[src/sensor_relay_and_loop_output_core_assert.svh]
// assertion macros for the transmitter relay and loop output core
// no dependencies; included by the top level only
`ifndef SENSOR_RELAY_AND_LOOP_OUTPUT_CORE_ASSERT_SVH
`define SENSOR_RELAY_AND_LOOP_OUTPUT_CORE_ASSERT_SVH

`ifndef SYNTHESIS
`define SRLO_ASSERT_IMPLY(name, clk, rst_n, ante, cons) \
	name: assert property (@(posedge clk) disable iff (!rst_n) (ante) |-> (cons)) \
		else $error("srlo assertion failed");
`define SRLO_ASSERT_NEXT(name, clk, rst_n, ante, cons) \
	name: assert property (@(posedge clk) disable iff (!rst_n) (ante) |=> (cons)) \
		else $error("srlo assertion failed");
`else
`define SRLO_ASSERT_IMPLY(name, clk, rst_n, ante, cons)
`define SRLO_ASSERT_NEXT(name, clk, rst_n, ante, cons)
`endif

`endif

[src/srlo_pkg.sv]
// shared types, constants and helper functions of the relay and loop output core
// no dependencies
`default_nettype none
package srlo_pkg;

	localparam int CFG_AW = 3;
	localparam int CFG_DW = 16;

	localparam int DIV_STEPS = 16;
	localparam int CNT_W     = $clog2(DIV_STEPS);
	localparam int Q_W       = 16;
	localparam int DIFF_W    = 20;
	localparam int PROD_W    = DIFF_W + Q_W;
	localparam int VAL_W     = 21;

	localparam logic [15:0] VOLT_OFFSET  = 16'h1999;
	localparam logic [15:0] VOLT_SPAN    = 16'hCCCC;
	localparam logic [15:0] NAMUR_OFFSET = 16'h2AAA;
	localparam logic [15:0] NAMUR_SPAN   = 16'hAAAA;
	localparam logic [15:0] CODE_FULL    = 16'hFFFF;
	localparam logic [15:0] SHORT_LIMIT  = 16'd100;
	localparam logic [15:0] OPEN_LIMIT   = 16'd50000;
	localparam logic [15:0] RECIP_TEN    = 16'd52429;
	localparam int          RECIP_SHIFT  = 19;

	localparam logic [1:0] MODE_VOLTAGE = 2'd1;
	localparam logic [1:0] MODE_NAMUR   = 2'd2;

	localparam logic [1:0] LED_OFF   = 2'd0;
	localparam logic [1:0] LED_OPEN  = 2'd1;
	localparam logic [1:0] LED_SHORT = 2'd2;
	localparam logic [1:0] LED_FAULT = 2'd3;

	typedef enum logic [CFG_AW-1:0] {
		REG_TEMPERATURE_MODE = 3'd0,
		REG_RELAY_ENABLE     = 3'd1,
		REG_RELAY_OFF_LOW    = 3'd2,
		REG_RELAY_ON_LOW     = 3'd3,
		REG_RELAY_ON_HIGH    = 3'd4,
		REG_RELAY_OFF_HIGH   = 3'd5,
		REG_RANGE_LOW        = 3'd6,
		REG_RANGE_HIGH       = 3'd7
	} cfg_reg_t;

	typedef enum logic [2:0] {
		ST_IDLE,
		ST_CALC,
		ST_MUL,
		ST_DIV,
		ST_FIN
	} state_t;

	typedef enum logic [1:0] {
		SEL_ZERO,
		SEL_FULL,
		SEL_SCALED
	} code_sel_t;

	typedef struct packed {
		logic [15:0] resistance;
		logic [15:0] temperature;
		logic        link_fault;
		logic [1:0]  output_mode;
	} in_item_t;

	typedef struct packed {
		logic        relay_on;
		logic        dac_enable;
		logic [15:0] dac_code;
		logic        fault_flag;
		logic [1:0]  led_code;
	} out_item_t;

	typedef struct packed {
		logic        temperature_mode;
		logic        relay_enable;
		logic [15:0] relay_off_low;
		logic [15:0] relay_on_low;
		logic [15:0] relay_on_high;
		logic [15:0] relay_off_high;
		logic [15:0] range_low;
		logic [15:0] range_high;
	} cfg_t;

	typedef struct packed {
		logic load_in;
		logic calc;
		logic mul;
		logic div_step;
		logic load_out;
	} dp_cmd_t;

	typedef struct packed {
		logic div_last;
	} dp_sts_t;

	function automatic logic signed [VAL_W-1:0] times_ten(input logic signed [15:0] x);
		logic signed [VAL_W-1:0] w;
		w = VAL_W'(x);
		return (w <<< 3) + (w <<< 1);
	endfunction

	function automatic logic [12:0] div_ten(input logic [15:0] r);
		logic [31:0] p;
		p = 32'(r) * 32'(RECIP_TEN);
		return p[31:RECIP_SHIFT];
	endfunction

endpackage
`default_nettype wire

[src/srlo_cfg.sv]
// configuration register file of the relay and loop output core
// depends on srlo_pkg
`default_nettype none
module srlo_cfg (
	input  wire logic                         clk,
	input  wire logic                         arst_n,
	input  wire logic                         wr_en,
	input  wire logic [srlo_pkg::CFG_AW-1:0]  addr,
	input  wire logic [srlo_pkg::CFG_DW-1:0]  wdata,
	output srlo_pkg::cfg_t                    cfg
);
	import srlo_pkg::*;

	cfg_t cfg_q;

	always_ff @(posedge clk or negedge arst_n) begin
		if (!arst_n) begin
			cfg_q <= '0;
		end else if (wr_en) begin
			unique case (cfg_reg_t'(addr))
				REG_TEMPERATURE_MODE: cfg_q.temperature_mode <= wdata[0];
				REG_RELAY_ENABLE:     cfg_q.relay_enable     <= wdata[0];
				REG_RELAY_OFF_LOW:    cfg_q.relay_off_low    <= wdata;
				REG_RELAY_ON_LOW:     cfg_q.relay_on_low     <= wdata;
				REG_RELAY_ON_HIGH:    cfg_q.relay_on_high    <= wdata;
				REG_RELAY_OFF_HIGH:   cfg_q.relay_off_high   <= wdata;
				REG_RANGE_LOW:        cfg_q.range_low        <= wdata;
				REG_RANGE_HIGH:       cfg_q.range_high       <= wdata;
				default: ;
			endcase
		end
	end

	assign cfg = cfg_q;

endmodule
`default_nettype wire

[src/srlo_dp.sv]
// datapath: relay hysteresis, range check, span multiply, restoring divider, output register
// depends on srlo_pkg
`default_nettype none
module srlo_dp (
	input  wire logic               clk,
	input  wire logic               arst_n,
	input  wire srlo_pkg::cfg_t     cfg,
	input  wire srlo_pkg::dp_cmd_t  cmd,
	output srlo_pkg::dp_sts_t       sts,
	input  wire srlo_pkg::in_item_t in_data,
	output srlo_pkg::out_item_t     out_data
);
	import srlo_pkg::*;

	in_item_t            in_q;
	logic [12:0]         res10_q;
	logic                relay_q;
	logic [DIFF_W-1:0]   diff_q;
	logic [DIFF_W-1:0]   den_q;
	code_sel_t           sel_q;
	logic [DIFF_W-1:0]   rem_q;
	logic [Q_W-1:0]      quo_q;
	logic [CNT_W-1:0]    cnt_q;
	out_item_t           out_q;

	logic signed [VAL_W-1:0] cmp;
	logic signed [VAL_W-1:0] val;
	logic signed [VAL_W-1:0] lo;
	logic signed [VAL_W-1:0] hi;
	logic signed [VAL_W-1:0] diff;
	logic signed [VAL_W-1:0] den;
	logic                    on_band;
	logic                    release_hit;
	logic                    relay_d;
	logic                    active;
	logic                    empty;
	code_sel_t               sel_d;
	logic [PROD_W-1:0]       prod;
	logic [DIFF_W:0]         trial;
	logic                    ge;
	logic [DIFF_W:0]         rem_d;
	logic [15:0]             offset;
	logic [15:0]             span;
	logic [15:0]             code;
	logic [1:0]              led;

	assign active = (in_q.output_mode == MODE_VOLTAGE) || (in_q.output_mode == MODE_NAMUR);
	assign offset = (in_q.output_mode == MODE_NAMUR) ? NAMUR_OFFSET : VOLT_OFFSET;
	assign span   = (in_q.output_mode == MODE_NAMUR) ? NAMUR_SPAN : VOLT_SPAN;

	// relay compare
	always_comb begin
		cmp = cfg.temperature_mode ? VAL_W'($signed(in_q.temperature))
		                           : $signed(VAL_W'(in_q.resistance));
		on_band = (cmp >= times_ten(cfg.relay_on_low)) && (cmp <= times_ten(cfg.relay_on_high));
		release_hit = (cmp < times_ten(cfg.relay_off_low)) ||
		              (cmp >= times_ten(cfg.relay_off_high));
		relay_d = relay_q;
		if (on_band)
			relay_d = 1'b1;
		if (release_hit)
			relay_d = 1'b0;
		if (!cfg.relay_enable || in_q.link_fault)
			relay_d = 1'b0;
	end

	// output range classification
	always_comb begin
		if (cfg.temperature_mode) begin
			val = VAL_W'($signed(in_q.temperature));
			lo  = times_ten(cfg.range_low);
			hi  = times_ten(cfg.range_high);
		end else begin
			val = $signed(VAL_W'(res10_q));
			lo  = VAL_W'($signed(cfg.range_low));
			hi  = VAL_W'($signed(cfg.range_high));
		end
		diff  = val - lo;
		den   = hi - lo;
		empty = $signed(cfg.range_high) <= $signed(cfg.range_low);
		if (!active || in_q.link_fault)
			sel_d = SEL_ZERO;
		else if (val < lo)
			sel_d = SEL_ZERO;
		else if (val > hi)
			sel_d = SEL_FULL;
		else if (empty)
			sel_d = SEL_ZERO;
		else
			sel_d = SEL_SCALED;
	end

	assign prod  = PROD_W'(diff_q) * PROD_W'(span);
	assign trial = {rem_q, quo_q[Q_W-1]};
	assign ge    = trial >= {1'b0, den_q};
	assign rem_d = ge ? (trial - {1'b0, den_q}) : trial;

	always_comb begin
		case (sel_q)
			SEL_FULL:   code = CODE_FULL;
			SEL_SCALED: code = offset + quo_q;
			default:    code = '0;
		endcase
		if (in_q.link_fault)
			led = LED_FAULT;
		else if (in_q.resistance < SHORT_LIMIT)
			led = LED_SHORT;
		else if (in_q.resistance > OPEN_LIMIT)
			led = LED_OPEN;
		else
			led = LED_OFF;
	end

	always_ff @(posedge clk or negedge arst_n) begin
		if (!arst_n) begin
			relay_q <= 1'b0;
			cnt_q   <= '0;
		end else begin
			if (cmd.calc)
				relay_q <= relay_d;
			if (cmd.mul)
				cnt_q <= '0;
			else if (cmd.div_step)
				cnt_q <= cnt_q + 1'b1;
		end
	end

	always_ff @(posedge clk) begin
		if (cmd.load_in) begin
			in_q    <= in_data;
			res10_q <= div_ten(in_data.resistance);
		end
		if (cmd.calc) begin
			diff_q <= diff[DIFF_W-1:0];
			den_q  <= den[DIFF_W-1:0];
			sel_q  <= sel_d;
		end
		if (cmd.mul) begin
			rem_q <= prod[PROD_W-1:Q_W];
			quo_q <= prod[Q_W-1:0];
		end else if (cmd.div_step) begin
			rem_q <= rem_d[DIFF_W-1:0];
			quo_q <= {quo_q[Q_W-2:0], ge};
		end
		if (cmd.load_out) begin
			out_q.relay_on   <= relay_q;
			out_q.dac_enable <= active;
			out_q.dac_code   <= code;
			out_q.fault_flag <= in_q.link_fault;
			out_q.led_code   <= led;
		end
	end

	assign sts.div_last = (cnt_q == CNT_W'(DIV_STEPS - 1));
	assign out_data     = out_q;

endmodule
`default_nettype wire

[src/srlo_ctrl.sv]
// controller state machine: input handshake, step sequencing, output valid
// depends on srlo_pkg
`default_nettype none
module srlo_ctrl (
	input  wire logic              clk,
	input  wire logic              arst_n,
	input  wire logic              in_valid,
	output logic                   in_stall,
	output logic                   out_valid,
	input  wire logic              out_stall,
	input  wire srlo_pkg::dp_sts_t sts,
	output srlo_pkg::dp_cmd_t      cmd
);
	import srlo_pkg::*;

	state_t state_q;
	state_t state_d;
	logic   out_valid_q;

	always_ff @(posedge clk or negedge arst_n) begin
		if (!arst_n) begin
			state_q <= ST_IDLE;
		end else begin
			state_q <= state_d;
		end
	end

	always_comb begin
		state_d  = state_q;
		cmd      = '0;
		in_stall = 1'b1;
		unique case (state_q)
			ST_IDLE: begin
				in_stall = 1'b0;
				if (in_valid) begin
					cmd.load_in = 1'b1;
					state_d     = ST_CALC;
				end
			end
			ST_CALC: begin
				cmd.calc = 1'b1;
				state_d  = ST_MUL;
			end
			ST_MUL: begin
				cmd.mul = 1'b1;
				state_d = ST_DIV;
			end
			ST_DIV: begin
				cmd.div_step = 1'b1;
				if (sts.div_last)
					state_d = ST_FIN;
			end
			ST_FIN: begin
				if (!out_valid_q || !out_stall) begin
					cmd.load_out = 1'b1;
					state_d      = ST_IDLE;
				end
			end
			default: state_d = ST_IDLE;
		endcase
	end

	always_ff @(posedge clk or negedge arst_n) begin
		if (!arst_n) begin
			out_valid_q <= 1'b0;
		end else if (cmd.load_out) begin
			out_valid_q <= 1'b1;
		end else if (!out_stall) begin
			out_valid_q <= 1'b0;
		end
	end

	assign out_valid = out_valid_q;

endmodule
`default_nettype wire

[src/sensor_relay_and_loop_output_core.sv]
// top level of the transmitter relay and loop output core
// depends on srlo_pkg, srlo_cfg, srlo_ctrl, srlo_dp and the assertion macro header
//
// usage:
// - input channel in_valid/in_stall/in_data carries one sample transaction
//   (resistance, temperature, link fault, output mode); it is taken at a rising
//   edge with in_valid high and in_stall low
// - output channel out_valid/out_stall/out_data returns one result transaction
//   per sample: relay drive, dac enable, dac code, fault copy and led code
// - configuration is written through cfg_wr_en/cfg_addr/cfg_wdata, one register
//   per edge; the user must write it only while no sample is in flight, as the
//   block does not enforce this
// - each sample passes the calc and multiply steps, the 16-step restoring divider
//   that scales the dac span and the final step before a new sample is taken
// - the output register frees the datapath: a new sample may be taken while
//   a result still waits; if the receiver stalls, the next result waits
//   in the final step and in_stall stays high until it is handed over
// - reset clears all configuration registers to zero and the relay to off
`default_nettype none
`include "sensor_relay_and_loop_output_core_assert.svh"
module sensor_relay_and_loop_output_core (
	input  wire logic                         clk,
	input  wire logic                         arst_n,
	input  wire logic                         in_valid,
	output logic                              in_stall,
	input  wire srlo_pkg::in_item_t           in_data,
	output logic                              out_valid,
	input  wire logic                         out_stall,
	output srlo_pkg::out_item_t               out_data,
	input  wire logic                         cfg_wr_en,
	input  wire logic [srlo_pkg::CFG_AW-1:0]  cfg_addr,
	input  wire logic [srlo_pkg::CFG_DW-1:0]  cfg_wdata
);
	import srlo_pkg::*;

	cfg_t    cfg;
	dp_cmd_t cmd;
	dp_sts_t sts;

	srlo_cfg u_cfg (
		.clk    (clk),
		.arst_n (arst_n),
		.wr_en  (cfg_wr_en),
		.addr   (cfg_addr),
		.wdata  (cfg_wdata),
		.cfg    (cfg)
	);

	srlo_ctrl u_ctrl (
		.clk       (clk),
		.arst_n    (arst_n),
		.in_valid  (in_valid),
		.in_stall  (in_stall),
		.out_valid (out_valid),
		.out_stall (out_stall),
		.sts       (sts),
		.cmd       (cmd)
	);

	srlo_dp u_dp (
		.clk      (clk),
		.arst_n   (arst_n),
		.cfg      (cfg),
		.cmd      (cmd),
		.sts      (sts),
		.in_data  (in_data),
		.out_data (out_data)
	);

	`SRLO_ASSERT_NEXT(a_busy_after_accept, clk, arst_n, in_valid && !in_stall, in_stall)
	`SRLO_ASSERT_IMPLY(a_no_overwrite, clk, arst_n, cmd.load_out, !(out_valid && out_stall))
	`SRLO_ASSERT_IMPLY(a_fault_relay_off, clk, arst_n, out_valid && out_data.fault_flag, !out_data.relay_on)
	`SRLO_ASSERT_IMPLY(a_off_code_zero, clk, arst_n, out_valid && !out_data.dac_enable, out_data.dac_code == 16'd0)

endmodule
`default_nettype wire

[config.mk]
export PLATFORM = sky130hd
export DESIGN_NAME = sensor_relay_and_loop_output_core
export DESIGN_NICKNAME = d
export VERILOG_FILES = /design/src/srlo_pkg.sv /design/src/srlo_cfg.sv /design/src/srlo_dp.sv /design/src/srlo_ctrl.sv /design/src/sensor_relay_and_loop_output_core.sv
export VERILOG_INCLUDE_DIRS = /design/src /design/src/src
export SDC_FILE = /design/constraint.sdc
export NUM_CORES = 1
export LEC_CHECK = 0
export BUFFER_PORTS_ARGS = -buffer_cell sky130_fd_sc_hd__buf_2
export CAP_MARGIN = 0
export CORE_MARGIN = 5
export CORE_UTILIZATION = 45
export DETAILED_ROUTE_END_ITERATION = 6
export PLACE_DENSITY = 0.72
export SETUP_SLACK_MARGIN = 0.15
export SYNTH_ARGS = -nofsm -noshare
export SYNTH_HDL_FRONTEND = slang
export SYNTH_SLANG_ARGS = --single-unit
[constraint.sdc]
create_clock -name clk -period 7.8 [get_ports clk]
set_input_delay 0.78 -clock clk [delete_from_list [all_inputs] [get_ports clk]]
set_output_delay 0.78 -clock clk [all_outputs]
set_load 0.005 [all_outputs]
==> results of run 1 <==
## cell type report
cell class / count / area (µm²) / share of cell area
multi-input cells: 2333 / 21900 / 0.648
flip-flops and latches: 254 / 7100 / 0.210
inverters: 545 / 2050 / 0.0607
well taps: 931 / 1160 / 0.0345
clock buffers: 35 / 801 / 0.0238
repair buffers: 96 / 520 / 0.0154
clock inverters: 23 / 225 / 0.00668
## critical path, cell delays in order (launching register included)
cell and delay [ps]:
edfxtp_1 360, inv_1 60, ha_1 170, clkinv_1 280, buf_4 280, nand2_1 120
fa_1 480, fa_1 400, fa_1 530, fa_1 450, fa_1 540, inv_1 50
fa_1 470, ha_1 380, a2111oi_0 430, o21ai_1 200, a2111oi_2 410, nor3_1 110
o2111ai_1 250, a31oi_1 210, a22oi_1 220, xor2_1 180, mux2i_1 90
## state kept, by name, indices dropped and copies added, names as in the netlist
signal and flops:
u_ctrl.state_q 3, u_dp.cnt_q 4, u_dp.quo_q 16, u_ctrl.out_valid 1, u_dp.diff_q 20, u_dp.res10_q 13, u_dp.out_data 21, u_dp.rem_q 20
u_dp.sel_q 2, u_dp.relay_q 1, u_dp.in_q 35, u_dp.den_q 20, u_cfg.cfg 98
## layout by cell type, fill, tap and decap left out, types with 17 or more instances in the layout
master     instances
a211oi_1          22
a21o_1            89
a21oi_1          173
a31oi_1           19
and2_1            17
and3_1            17
buf_2             80
clkbuf_16         31
conb_1            21
dfrtp_1          106
edfxtp_1         147
fa_1             245
ha_1             547
inv_1            544
mux2_2           112
mux2i_1           32
nand2_1          133
nand2b_1          28
nand3_1           42
nand4_1           32
nor2_1           151
nor2b_1           43
nor3_1            56
o211ai_1          18
o21a_1            34
o21ai_0          116
o21bai_1          29
or3_1             20
xnor2_1          102
xor2_1            56
## routing by layer
metal	vias to the layer above	part of all wire	GRT usage
li1	11158	-	-
met4	0	0.032	0.0559
met5	-	0	0
met2	451	0.48	0.345
met3	125	0.047	0.0228
met1	10959	0.44	0.266
## per-stage QoR
stage	hold WS, ps	setup WS, ps
2_1_floorplan	426	1050
3_3_place_gp	493	946
3_5_place_dp	497	875
4_1_cts	284	823
5_1_grt	325	435
6_report	280	856
## how the worst max path moves through the flow
| stage | start | endpoint | slack [ps] | depth (start not counted) |
|---|---|---|---|---|
| global placement | u_dp.in_q[0] | u_dp.rem_q[18] | 950 | 22 |
| floorplan | u_dp.in_q[0] | u_dp.rem_q[19] | 1050 | 25 |
| detailed placement | u_dp.in_q[0] | u_dp.rem_q[18] | 880 | 22 |
| finish | u_dp.in_q[0] | u_dp.rem_q[18] | 860 | 22 |
| global route | u_dp.in_q[0] | u_dp.rem_q[18] | 430 | 22 |
| CTS | u_dp.in_q[0] | u_dp.rem_q[18] | 820 | 22 |
## cells by family after synthesis
| family | count (synthesis) |
|---|---|
| buffers and inverters | 588 |
| adder cells (fa/ha/maj) | 792 |
| AO/OA/AOI/OAI | 624 |
| XOR/XNOR | 158 |
| AND/OR/NAND/NOR | 594 |
| flip-flops | 254 |
| other | 2 |
| multiplexers | 144 |
==> impl_metrics.yaml, run 1 <==
layout:
  layout-drive-gt1-share: 0.0937
  fin_nets: 4112
  syn2layout_area_growth_pct: 8.51
  final_core_util: 0.492
  final_cells: 4217
  nFillCells: 6290
  diodes: 0
  fin_area_um2: 33700
clocking:
  cts_made_buffers: 31
  root_buffer: "clkbuf_16"
  postCtsHoldBufs: 0
  clkTransAtPathRegs_ps: 60
  clock_latency_ps: 610
  htreeDepth: 1
  clockBufferDepth: 3
  cts_tree: "done"
  ctsResizeCount: 0
  cts_setup_buffers: 0
  cts_sinks: 254
floorplanning:
  rows: 96
  die_x_um: 273
  core_um2: 68600
  dieArea_um2: 74400
  start_util: 0.453
  io_pins: 82
  fp.dieH_um: 273
place:
  routabilityCongestion: 0.954
  placed_area_um2: 32700
  port_buffers: 81
  dp_cells: 4159
  dp_hpwl_um: 62600
synth:
  synth_top_family_by_area: "adder cells"
  ys_seq_area_frac: 0.228
  syn_inst: 3156
  synth_mux_area_frac: 0.0509
  synth_ff_type: "edfxtp_1"
  async_flop_share: 0.421
  synth-simple-area-share: 0.0946
  syn_area_um2: 31100
  synth_xor_area_frac: 0.0445
  yosysMostFrequentCell: "ha_1"
  synth_commonest_cells: "547 x ha_1, 544 x inv_1, 245 x fa_1, 174 x a21oi_1, 153 x nor2_1"
  synth_compound_area_frac: 0.132
  syn_area_per_cell_um2: 9.85
  post-synth-top-area-fraction: 0.220
  synth_fa_ha_area_frac: 0.378
  synth.area.top_cells: "ha_1 22%, fa_1 16%, edfxtp_1 14%"
  yosysWarnings: 0
  synth_edf_count: 147
  synth_cell_types: 85
  yosysTopAreaCell: "ha_1"
  synth-seq-cells: 254
timing:
  fin_skew_ps: 27.1
  finalHoldViolations: 0
  maxSlewHeadroom: 0.233
  maxSlewViolCount: 0
  period_needed_ps: 6940
  clock.fmax_mhz: 144
  final.setup.tns_ps: 0
  tightest_slew_ps: 1140
  finalCritPeriodShare: 0.890
  grt_setup_unrepaired: "no"
  setup_viol: 0
routing:
  via_per_inst: 5.38
  wl_per_cell_um: 17.6
  first_pass_iters: 5
  detail-route-antenna-nets: 0
  wl_um: 74100
  drcViolationCount: 0
  vias: 22693
  drt_iter0_drc: 1003
worst_setup_path:
  r2r-start: "u_dp.in_q[0]"
  crit_path_end_kind: "flip-flop"
  required_ps: 8120
  r2r_end: "u_dp.rem_q[18]"
  path_max_fanout: 12
  startpoint_type: "flip-flop"
  reg2reg_depth: 22
  worst-setup-path-type: "reg2reg"
  r2r_slack_ps: 860
  critPathArrivalTime_ps: 7260
outcome:
  status: "finished, final reports clean"
grt:
  grt_max_degree: 82
  antenna_found_initial: 0
  grt_usage: 0.200
  grt_pass1_vias: 23208
  grt_pass1_wl_um: 121000
  grt_overflow: 0
worst_hold_path:
  hold_class: "in2async"
job:
  drv_cap: 0
Power of run 1 is not shown: default switching activity piles up to over one toggle a cycle in this logic, so the estimate is an artifact.
==> run 2: changes to the inputs <==
- REMOVE_ABC_BUFFERS: not set -> 1
==> run 2 against run 1 <==
  * Global-route usage rose by 0.37 points
  * Non-clock buffer count fell by 2
  * Sequential share of layout area rose by 0.052 points
  * Hold slack got worse by 34 ps
  * Critical path depth rose by 3
  * First-iteration DRC count rose by 43%
  * Register-to-register slack got worse by 50 ps
  * Final cell count fell by 0.17%
  * Via count rose by 0.74%
  * Highest routed layer unchanged
==> impl_metrics.yaml, run 2 (same netlist as run 1, synthesis figures left out) <==
timing:
  finalCritPeriodShare: 0.896
  final.setup.tns_ps: 0
  tightest_slew_ps: 1180
  maxSlewHeadroom: 0.215
  clock.fmax_mhz: 143
  fin_skew_ps: 13.9
  grt_setup_unrepaired: "no"
  finalHoldViolations: 0
  maxSlewViolCount: 0
  period_needed_ps: 6990
  setup_viol: 0
grt:
  grt_pass1_wl_um: 123000
  gr-usage-met3: 0.0284
  use_met2: 0.339
  antenna_found_initial: 0
  grt_overflow: 0
  grt.busiest_layer: "met2"
  grt_usage: 0.203
  grt_pass1_vias: 23244
  grt_use_met1: 0.276
  grt_max_degree: 58
floorplanning:
  io_pins: 82
  dieArea_um2: 74400
  rows: 96
  start_util: 0.453
  core_um2: 68600
  fp.dieH_um: 273
  die_x_um: 273
worst_setup_path:
  crit_path_end_kind: "flip-flop"
  required_ps: 8130
  critPathArrivalTime_ps: 7320
  path_max_fanout: 11
  worst-setup-path-type: "reg2reg"
  startpoint_type: "flip-flop"
routing:
  wl_um: 75600
  drt_iter0_drc: 1430
  vias: 22861
  detail-route-antenna-nets: 0
  wl_per_cell_um: 18.0
  first_pass_iters: 7
  drcViolationCount: 0
  via_per_inst: 5.43
clocking:
  cts_tree: "done"
  root_buffer: "clkbuf_16"
  clock_latency_ps: 600
  clkTransAtPathRegs_ps: 60
  postCtsHoldBufs: 0
  clockBufferDepth: 3
  cts_setup_buffers: 0
  ctsResizeCount: 0
  htreeDepth: 1
  cts_made_buffers: 29
  cts_sinks: 254
layout:
  largest_reg_flops: 98
  final_cells: 4210
  layout-drive-gt1-share: 0.0909
  fin_nets: 4108
  nFillCells: 6263
  fin_area_um2: 33600
  most-common-layout-cells: "547 x ha_1, 544 x inv_1, 245 x fa_1"
  final_common_cell: "ha_1"
  diodes: 0
  syn2layout_area_growth_pct: 8.24
outcome:
  status: "finished, final reports clean"
place:
  port_buffers: 81
  dp_cells: 4157
  routabilityCongestion: 0.951
  dp_hpwl_um: 63600
  placed_area_um2: 32700
job:
  drv_cap: 0
worst_hold_path:
  hold_class: "in2async"
## run 2: final cells by class
type	instances	area, µm²	share of cell area
clock buffer	33	741	0.0220
sequential	254	7100	0.211
tap	931	1160	0.0346
clock inverter	20	216	0.00644
inverter	545	2050	0.0608
timing repair buffer	94	505	0.0150
multi-input combinational	2333	21900	0.650
## run 2: layer usage
layer	part of all wire	up-vias
li1	-	11101
met1	0.45	11034
met2	0.47	592
met3	0.052	134
met4	0.036	0
met5	0	-
## run 2: final timing paths
kind,cells after the start,slack [ps],end,from
setup / recovery,25,810,u_dp.rem_q[19],u_dp.in_q[0]
hold / removal,1,250,u_cfg.cfg[62],arst_n
setup reg to reg,25,810,u_dp.rem_q[19],u_dp.in_q[0]
hold reg to reg,2,530,u_dp.cnt_q[0],u_dp.cnt_q[0]
max in group asynchronous,2,6290,u_cfg.cfg[97],arst_n
min in group clk,1,350,u_dp.in_q[4],in_data[4]
## run 2: through the flow
step	setup slack, ps	hold slack [ps]	utilization
3_5_place_dp	817	518	0.476
2_1_floorplan	599	426	-
6_report	810	246	0.490
3_3_place_gp	950	498	0.476
4_1_cts	827	239	0.490
5_1_grt	501	288	0.490
## run 2: critical path, stage by stage, from the launching register on
cell	delay, ps
edfxtp_1	350
inv_1	60
ha_1	190
clkinv_1	260
buf_4	290
nor2_1	210
inv_1	90
fa_1	480
inv_1	80
fa_1	500
fa_1	520
fa_1	510
fa_1	540
inv_1	50
fa_1	520
inv_1	40
ha_1	370
and3_1	220
o21ai_0	90
a21bo_2	220
a211o_1	300
a21oi_1	240
o31ai_2	140
a31oi_1	180
xnor2_1	140
a22oi_1	110
Power of run 2 is left out for the same reason.
